`src/rtl/dws_pkg.sv`:
```
`timescale 1ns / 1ps
// ----------------------------------------------------------------------------
// dws_pkg
// Shared codes and controller/datapath interface types for the sorting deque.
// ----------------------------------------------------------------------------
package dws_pkg;

   localparam int unsigned VALUE_W = 32;

   typedef enum logic [2:0] {
      REQ_PUSH_BACK  = 3'd0,
      REQ_POP_FRONT  = 3'd1,
      REQ_POP_BACK   = 3'd2,
      REQ_PUSH_FRONT = 3'd3,
      REQ_SORT       = 3'd4
   } dws_req_type;

   typedef enum logic [1:0] {
      ST_OK    = 2'd0,
      ST_EMPTY = 2'd1,
      ST_FULL  = 2'd2
   } dws_status_type;

   typedef enum logic [3:0] {
      OP_NONE       = 4'd0,
      OP_PUSH_BACK  = 4'd1,
      OP_PUSH_FRONT = 4'd2,
      OP_POP_FRONT  = 4'd3,
      OP_POP_BACK   = 4'd4,
      OP_SORT_RDI   = 4'd5,
      OP_SORT_LDI   = 4'd6,
      OP_SORT_CMP   = 4'd7,
      OP_SORT_WRI   = 4'd8
   } dws_op_type;

   typedef struct packed {
      dws_op_type     op;
      logic           latch;
      logic           pop_sel;
      dws_status_type res_status;
      logic           rsp_load;
   } dws_cmd_type;

   typedef struct packed {
      logic empty;
      logic full;
      logic cnt_lt2;
      logic i_last;
      logic j_last;
      logic swap;
      logic out_free;
   } dws_sts_type;

endpackage

```
`src/rtl/dws_ctrl.sv`:
```
`timescale 1ns / 1ps
// ----------------------------------------------------------------------------
// dws_ctrl
// Request decoder and sequencer: one transaction at a time, sort loop control.
// ----------------------------------------------------------------------------
module dws_ctrl (
   input  logic                 clock,
   input  logic                 reset,
   input  logic                 req_valid,
   output logic                 req_ready,
   input  logic [2:0]           req_type,
   input  dws_pkg::dws_sts_type sts,
   output dws_pkg::dws_cmd_type cmd
);

   typedef enum logic [5:0] {
      S_IDLE = 6'b000001,
      S_RESP = 6'b000010,
      S_RDI  = 6'b000100,
      S_LDI  = 6'b001000,
      S_CMP  = 6'b010000,
      S_WRI  = 6'b100000
   } state_type;

   state_type state_ff, state_in;

   assign req_ready = (state_ff == S_IDLE);

   always_comb begin
      state_in       = state_ff;
      cmd.op         = dws_pkg::OP_NONE;
      cmd.latch      = 1'b0;
      cmd.pop_sel    = 1'b0;
      cmd.res_status = dws_pkg::ST_OK;
      cmd.rsp_load   = 1'b0;
      unique case (state_ff)
         S_IDLE: begin
            if (req_valid) begin
               cmd.latch = 1'b1;
               state_in  = S_RESP;
               unique case (dws_pkg::dws_req_type'(req_type))
                  dws_pkg::REQ_PUSH_BACK: begin
                     if (sts.full) cmd.res_status = dws_pkg::ST_FULL;
                     else          cmd.op = dws_pkg::OP_PUSH_BACK;
                  end
                  dws_pkg::REQ_PUSH_FRONT: begin
                     if (sts.full) cmd.res_status = dws_pkg::ST_FULL;
                     else          cmd.op = dws_pkg::OP_PUSH_FRONT;
                  end
                  dws_pkg::REQ_POP_FRONT: begin
                     if (sts.empty) begin
                        cmd.res_status = dws_pkg::ST_EMPTY;
                     end else begin
                        cmd.op      = dws_pkg::OP_POP_FRONT;
                        cmd.pop_sel = 1'b1;
                     end
                  end
                  dws_pkg::REQ_POP_BACK: begin
                     if (sts.empty) begin
                        cmd.res_status = dws_pkg::ST_EMPTY;
                     end else begin
                        cmd.op      = dws_pkg::OP_POP_BACK;
                        cmd.pop_sel = 1'b1;
                     end
                  end
                  dws_pkg::REQ_SORT: begin
                     if (!sts.cnt_lt2) state_in = S_RDI;
                  end
                  default: ;
               endcase
            end
         end
         S_RESP: begin
            if (sts.out_free) begin
               cmd.rsp_load = 1'b1;
               state_in     = S_IDLE;
            end
         end
         S_RDI: begin
            cmd.op   = dws_pkg::OP_SORT_RDI;
            state_in = S_LDI;
         end
         S_LDI: begin
            cmd.op   = dws_pkg::OP_SORT_LDI;
            state_in = S_CMP;
         end
         S_CMP: begin
            cmd.op = dws_pkg::OP_SORT_CMP;
            if (sts.j_last) state_in = S_WRI;
         end
         S_WRI: begin
            cmd.op   = dws_pkg::OP_SORT_WRI;
            state_in = sts.i_last ? S_RESP : S_RDI;
         end
         default: state_in = S_IDLE;
      endcase
   end

   always_ff @(posedge clock) begin
      if (reset) state_ff <= S_IDLE;
      else       state_ff <= state_in;
   end

endmodule

```
`config.mk`:
```
export PLATFORM = sky130hd
export DESIGN_NAME = dws_ctrl
export DESIGN_NICKNAME = d
export VERILOG_FILES = /design/src/rtl/dws_pkg.sv /design/src/rtl/dws_ctrl.sv
export SDC_FILE = /design/constraint.sdc
export NUM_CORES = 1
export LEC_CHECK = 0
export ABC_CLOCK_PERIOD_IN_PS = 3800
export BUFFER_PORTS_ARGS = -buffer_cell sky130_fd_sc_hd__clkbuf_2
export CELL_PAD_IN_SITES_DETAIL_PLACEMENT = 1
export CELL_PAD_IN_SITES_GLOBAL_PLACEMENT = 1
export CORE_UTILIZATION = 35
export CTS_CLUSTER_DIAMETER = 40
export DETAILED_ROUTE_END_ITERATION = 7
export GPL_ROUTABILITY_DRIVEN = 0
export PLACE_DENSITY_LB_ADDON = 0.1
export REMOVE_ABC_BUFFERS = 1
export SLEW_MARGIN = 30
export SYNTH_ARGS = -nofsm -noshare
export SYNTH_HDL_FRONTEND = slang
export SYNTH_SLANG_ARGS = --single-unit
```
`constraint.sdc`:
```
create_clock -name clock -period 3.8 [get_ports clock]
set_input_delay 0.38 -clock clock [delete_from_list [all_inputs] [get_ports clock]]
set_output_delay 0.38 -clock clock [all_outputs]
set_load 0.02 [all_outputs]
```
# Word level (Yosys, flattened, before mapping)
# Cells that the tools add are included.
[word_totals]
regBits = 6
in_bits = 13
output_inout_bits = 10
wordCells = 40
[op_classes]
eq_ne = 13
muxes = 22
reduce_logical = 4
[op_table]
columns = ["cell", "n"]
rows = [
  ["$pmux 6 s6", 1],
  ["$mux 6", 4],
  ["$pmux 4 s5", 1],
  ["$pmux 4 s4", 1],
  ["$mux 3", 3],
  ["$mux 8", 1],
  ["$eq 3x2->1 const B", 2],
  ["$eq 6x1->1 const B", 1],
  ["$eq 6x2->1 const B", 1],
  ["$eq 6x3->1 const B", 1],
  ["$eq 6x4->1 const B", 1],
  ["$eq 6x5->1 const B", 1],
  ["$eq 6x6->1 const B", 1],
  ["$mux 1", 6],
  ["$mux 2", 3],
  ["$ne 2x2->1 const B", 3],
  ["$mux 4", 1],
  ["$pmux 2 s2", 1],
  ["$reduce_or 2->1", 2],
  ["$eq 3x1->1 const B", 1],
  ["$eq 3x3->1 const B", 1],
  ["$logic_not 3->1", 1],
  ["$reduce_and 3->1", 1],
]

# Logic depth before layout (Yosys ltp)
# Gate-level depths: netlist of run 1.
[logic_depth]
word_depth = 5
depth_mapped = 6
mapped_depth_nobuf = 4

# Least setup slack after synthesis of run 1
# Ideal clock, no wire load.
[synth_timing]
path_type = "reg-to-output"
from = "register state_ff[2]"
to = "output port cmd[3] (netlist name)"
t_arrival_ns = 1.700
t_required_ns = 3.420
slack_ns = 1.720
path_stages_with_launch = 6
path_cell_list = "dfxtp_1 buf_6 or4_1 buf_6 nor4_4 nor3b_2"
[synth_rtl]
columns = ["item", "line", "rtl"]
rows = [
  ["start: declaration", "dws_ctrl.sv:25", "state_type state_ff, state_in;"],
  ["start signal: assignment", "dws_ctrl.sv:101", "else state_ff <= state_in;"],
  ["end: declaration", "dws_ctrl.sv:13", "output dws_pkg::dws_cmd_type cmd"],
]

==> run_results.csv, run 1 <==
group,metric,value,unit
run_status,outcome,"complete, no violations",
yosys,yosysTopAreaCell,"dfxtp_1",
worst_setup_path,cp-end-kind,"output port",
detailed_routing,via_count,581,
yosys,synth_edf_count,0,
die,die_h,42.20,µm
worst_setup_path,critPathBufInv,1,
finish,syn_to_final_growth,18.36,%
finish,final_layout_size_suffix_gt1_share,34.09,%
finish,nFillCells,200,
global_route,top_usage_layer,"met2",
power_and_ir_drop,p_per_area,336.8,nW/µm²
finish,largest_register,"state_ff",
clock_network,postCtsHoldBufs,0,
sta,rsz0062_at_grt,"false",
worst_setup_path,crit_fanout,7,
die,fp-row-count,14,
global_route,met2_usage,26.77,%
die,dieWidth,42.20,µm
clock_network,clk_pin_slew_worst_paths,0.04,ns
sta,finClkSkew,0.002167,ns
worst_setup_path,critPathSlowestCell,"or4_1",
worst_setup_path,start_kind,"flip-flop",
yosys,ys_ff_latch,6,
yosys,syn_inst,69,
global_route,groute.layer.met3.usage,5.603,%
yosys,synth.area.top_cells,"dfxtp_1 (21%), mux2i_1 (5.3%), nor4b_1 (4.6%)",
die,dieArea,1780,µm²
sta,setup_violations,0,
power_and_ir_drop,p_leak,0.3150,nW
clock_network,ctsLongestPathBuffers,2,
yosys,synth_top_area_share,21.24,%
clock_network,post_cts_buffers,0,
detailed_routing,wl_per_cell,13.84,µm
global_route,grt_overflow,0,
worst_setup_path,crit_path_max_incr_delay,0.73,ns
placed_design,placed_cell_area,646.9,µm²
worst_setup_path,crit_type,"reg2out",
finish,fin_util,44.44,%
worst_setup_path,required,3.42,ns
finish,top_regs,"state_ff (6)",
clock_network,cts_resized,0,
global_route,grt_max_degree,12,
placed_design,io_buffers,21,
worst_hold_path,hold_class,"in2reg",
clock_network,insertion_delay,0.25,ns
die,initial_core_util,37.54,%
die,boundaryPins,23,
global_route,track_usage,17.81,%
clock_network,cts_buffers,3,
detailed_routing,detail-route-antenna-nets,0,
clock_network,root_buffer,"clkbuf_4",
sta,relSlewSlack,64.92,%
die,core,1506,µm²
finish,final_nets,103,
global_route,antenna_found_initial,0,
global_route,met1_usage,23.40,%
sta,fmax,396.0,MHz
yosys,synth_cell_types,37,
worst_setup_path,critPathTopFamily,"simple AND/OR/NAND/NOR gates",
worst_setup_path,worstPathCellList,"or4_1 > nor4_4 > nor3b_2 > clkbuf_2",
sta,maxSlewViolCount,0,
detailed_routing,via_per_inst,5.587,
yosys,yosys_warnings,0,
sta,tns,0,ns
finish,largest_reg_flops,6,
placed_design,hpwl,1.155,mm
power_and_ir_drop,ir_drop,157.7,µV
detailed_routing,drtPass1Iterations,2,
yosys,synthArstFlopShare,0,%
sta,fin_crit_sh,66.45,%
sta,final_hold_viol_count,0,
sta,worst_slew_pin_slew,0.5215,ns
detailed_routing,drtIter0Drc,5,
global_route,grt_first_pass_wirelength,2.415,mm
yosys,syn_area_per_cell,8.196,µm²
job,cap_viol_max_count,0,
clock_network,htreeDepth,1,
yosys,seq_area_frac_synth,21.24,%
detailed_routing,drc,0,
clock_network,cts_tree,"built",
finish,num_antenna_cells,0,
yosys,synthesis.area,565.5,µm²
sta,fin_crit,2.525,ns
global_route,grt_pass1_vias,541,
detailed_routing,wl,1.439,mm
clock_network,cts_num_sinks,6,
finish,final_area,669.4,µm²
yosys,ys.flop_type,"dfxtp_1",
worst_setup_path,cp.arrival,2.14,ns
## layout make-up
class | count | area [µm²] | share of cell area [%]
Sequential cell | 6 | 120.1 | 17.94
Multi-Input combinational cell | 55 | 390.4 | 58.32
Tap cell | 16 | 20.02 | 2.991
Timing Repair Buffer | 21 | 105.1 | 15.70
Clock buffer | 3 | 22.52 | 3.364
Inverter | 3 | 11.26 | 1.682
## per-stage QoR
step	hold WS (ns)	setup slack (ns)	std cells	power, mW
after floorplan	0.4665	1.679	64	0.1379
after global placement	0.5282	1.554	101	0.1650
after detailed placement	0.5133	1.528	101	0.1664
after CTS	0.3817	1.253	104	0.2288
after global routing	0.3816	1.134	104	0.2421
final	0.3826	1.275	104	0.2255
## path summary, 6_finish.rpt
path,start,end,slack (ns),cells past startpoint
setup / recovery,state_ff[5]$_SDFFE_PP0P_,cmd[3],1.28,4
hold / removal,reset,state_ff[0]$_SDFFE_PP1P_,0.38,3
setup reg to reg,state_ff[5]$_SDFFE_PP0P_,state_ff[1]$_SDFFE_PP0P_,2.01,4
hold reg to reg,state_ff[1]$_SDFFE_PP0P_,state_ff[3]$_SDFFE_PP0P_,0.52,1
## layer usage
layer / vias up / part of all wire [%]
met4: 0 / 1.1
met3: 2 / 3.3
met2: 18 / 46
li1: 293 / -
met1: 268 / 49
met5: - / 0
## placed cells by master, fill, tap and decap left out, types with 2 or more instances in the layout
cell type and n:
nand2b_1 2, dfxtp_1 6, nand2_1 5, clkbuf_2 21, xnor2_1 2, nor3_1 5
mux2i_1 3, xor2_1 2, nor4b_1 3, o21ai_0 2, clkbuf_4 3, nor2_1 6
inv_1 3, and3_1 3
## tightest hold or removal path, cell delays in order
cell and delay, ns:
clkbuf_2 0.11, inv_1 0.06, o31ai_1 0.05
## cells in the mapped netlist (2+ instances only)
cell / count
and3_1: 3
buf_6: 2
clkbuf_1: 2
dfxtp_1: 6
inv_1: 3
mux2i_1: 3
nand2_1: 5
nand2b_1: 2
nor2_1: 6
nor3_1: 5
nor4b_1: 3
o21ai_0: 2
xnor2_1: 2
xor2_1: 2
## power breakdown
| group | total, mW | leakage, nW | switching, mW | internal [mW] |
|---|---|---|---|---|
| logic | 0.0881 | 0.252 | 0.0542 | 0.0339 |
| clock network | 0.0601 | 0.0138 | 0.0243 | 0.0358 |
| registers | 0.0772 | 0.0489 | 0.00929 | 0.0679 |
## cell families after synthesis
kind of cell / after synthesis / share of synthesized area, %
AO/OA/AOI/OAI: 12 / 15.27
XOR/XNOR: 4 / 6.196
buffers and inverters: 8 / 9.734
flip-flops: 6 / 21.24
multiplexers: 3 / 5.310
AND/OR/NAND/NOR: 36 / 42.26
(Power assumes the default switching activity.)
==> run 2, diff against run 1 <==
--- a/config.mk
+++ b/config.mk
@@ -5,11 +5,11 @@
 export SDC_FILE = /design/constraint.sdc
 export NUM_CORES = 1
 export LEC_CHECK = 0
-export ABC_CLOCK_PERIOD_IN_PS = 3800
+export ABC_CLOCK_PERIOD_IN_PS = 2400
 export BUFFER_PORTS_ARGS = -buffer_cell sky130_fd_sc_hd__clkbuf_2
 export CELL_PAD_IN_SITES_DETAIL_PLACEMENT = 1
 export CELL_PAD_IN_SITES_GLOBAL_PLACEMENT = 1
-export CORE_UTILIZATION = 35
+export CORE_UTILIZATION = 32
 export CTS_CLUSTER_DIAMETER = 40
 export DETAILED_ROUTE_END_ITERATION = 7
 export GPL_ROUTABILITY_DRIVEN = 0
==> constraint.sdc (replaced) <==
create_clock -name clock -period 2.4 [get_ports clock]
set_input_delay 0.24 -clock clock [delete_from_list [all_inputs] [get_ports clock]]
set_output_delay 0.24 -clock clock [all_outputs]
set_load 0.02 [all_outputs]
==> run_results.csv, run 2 (synthesis gave the netlist of run 1 again) <==
group,metric,value,unit
run_status,outcome,"complete, no violations",
clock_network,clk_pin_slew_worst_paths,0.05,ns
finish,largest_reg_flops,6,
worst_hold_path,hold_class,"in2reg",
die,dieArea,1940,µm²
clock_network,postCtsHoldBufs,0,
sta,final_hold_viol_count,0,
finish,num_antenna_cells,0,
sta,maxSlewViolCount,0,
clock_network,cts_resized,0,
global_route,track_usage,16.68,%
global_route,grt_first_pass_wirelength,2.456,mm
worst_setup_path,crit_fanout,7,
power_and_ir_drop,p_int,222.1,µW
power_and_ir_drop,p_per_area,524.7,nW/µm²
power_and_ir_drop,p_switching,137.0,µW
finish,top_regs,"state_ff (6)",
finish,mostFrequentLayoutCells,"clkbuf_2 (21), nor2_1 (6), dfxtp_1 (6), nor3_1 (5), nand2_1 (5)",
placed_design,hpwl,1.111,mm
worst_setup_path,cp.arrival,1.97,ns
power_and_ir_drop,pwr-share-clk,25.1,%
sta,tns,0,ns
global_route,grt_pass1_vias,552,
job,cap_viol_max_count,0,
die,die_h,44.04,µm
sta,finClkSkew,0.004466,ns
placed_design,io_buffers,21,
sta,whs,0.2543,ns
detailed_routing,drtPass1Iterations,4,
clock_network,htreeDepth,1,
finish,nFillCells,210,
power_and_ir_drop,seqPwrFrac,34.2,%
power_and_ir_drop,ir_drop,269.4,µV
placed_design,dp.cells,103,
sta,worst_slew_pin_slew,0.6369,ns
worst_setup_path,cp-end-kind,"output port",
clock_network,cts_num_sinks,6,
die,dieWidth,44.04,µm
finish,multiInputGateArea,390.4,µm²
worst_setup_path,start_kind,"flip-flop",
global_route,antenna_found_initial,0,
worst_setup_path,crit_path_max_incr_delay,0.63,ns
clock_network,post_cts_buffers,0,
die,boundaryPins,23,
worst_setup_path,required,2.16,ns
clock_network,insertion_delay,0.24,ns
finish,final_layout_size_suffix_gt1_share,35.56,%
finish,syn_to_final_growth,21.02,%
power_and_ir_drop,p_comb_share,40.7,%
sta,rsz0062_at_grt,"false",
finish,final_common_cell,"clkbuf_2",
detailed_routing,drtIter0Drc,6,
sta,fin_ws,0.1917,ns
worst_setup_path,critPathTopFamily,"simple AND/OR/NAND/NOR gates",
global_route,grt_max_degree,12,
placed_design,place_ws,0.4264,ns
finish,finalNonFillerCells,106,
clock_network,ctsLongestPathBuffers,2,
sta,relSlewSlack,57.15,%
detailed_routing,wl,1.385,mm
sta,setup_violations,0,
finish,final_nets,105,
finish,regArea,120.1,µm²
detailed_routing,wl_per_cell,13.07,µm
clock_network,cts_buffers,3,
detailed_routing,via_per_inst,5.519,
worst_setup_path,critPathBufInv,1,
die,initial_core_util,35.87,%
detailed_routing,via_count,585,
sta,fmax,452.8,MHz
die,core,1577,µm²
global_route,grt_overflow,0,
worst_setup_path,critPathSlowestCell,"or4_1",
sta,fin_crit_sh,92.01,%
die,fp-row-count,14,
worst_setup_path,crit_type,"reg2out",
clock_network,cts_tree,"built",
power_and_ir_drop,p_sw_share,38.16,%
clock_network,root_buffer,"clkbuf_4",
power_and_ir_drop,p_leak,0.3257,nW
detailed_routing,detail-route-antenna-nets,0,
worst_setup_path,worstPathCellList,"or4_1 > nor4_4 > nor3b_2 > clkbuf_2",
sta,fin_crit,2.208,ns
finish,largest_register,"state_ff",
detailed_routing,drc,0,
run 2: changes by cell type in the layout (fill, tap and decap cells not counted):
cell and change:
buf_4 +2
run 2: layout make-up:
class                   count  area share (%)
well taps                  16           2.925
inverters                   3           1.645
repair buffers             23           17.55
flip-flops and latches      6           17.55
clock buffers               3           3.291
multi-input cells          55           57.04
run 2: worst paths after layout:
kind / from / endpoint / slack [ns] / depth (start not counted)
setup / recovery: state_ff[5]$_SDFFE_PP0P_ / cmd[3] / 0.19 / 4
hold / removal: reset / state_ff[0]$_SDFFE_PP1P_ / 0.25 / 3
setup reg to reg: state_ff[5]$_SDFFE_PP0P_ / state_ff[1]$_SDFFE_PP0P_ / 0.62 / 5
hold reg to reg: state_ff[1]$_SDFFE_PP0P_ / state_ff[3]$_SDFFE_PP0P_ / 0.54 / 1
run 2: through the flow:
step                cell area (µm²)  utilization [%]  power (mW)
global route                  684.4            43.41      0.3842
CTS                           684.4            43.41      0.3624
detailed placement            661.9            41.98      0.2698
floorplan                     521.8                -      0.2183
global placement              661.9            41.98      0.2679
finish                        684.4            43.41      0.3591
run 2: power by group through the flow:
stage / registers [mW] / logic, mW / clock network (mW)
after floorplan: 0.120 / 0.0987 / 0
after global placement: 0.124 / 0.144 / 0
after detailed placement: 0.124 / 0.146 / 0
after CTS: 0.122 / 0.147 / 0.0931
after global routing: 0.124 / 0.161 / 0.0991
final: 0.123 / 0.146 / 0.0901
run 2: worst register-to-register path: stages (launching register included):
cell	delay, ns
dfxtp_1	0.36
or4_1	0.63
buf_4	0.21
nor3_2	0.19
a211o_1	0.20
o2bb2ai_1	0.09
run 2: routing by layer:
| layer | global-route usage [%] | vias up | part of all wire, % |
|---|---|---|---|
| met1 | 25.25 | 272 | 49 |
| met5 | 0 | - | 0 |
| li1 | - | 296 | - |
| met2 | 24.12 | 17 | 46 |
| met4 | 5.455 | 0 | 0 |
| met3 | 2.449 | 0 | 5.5 |
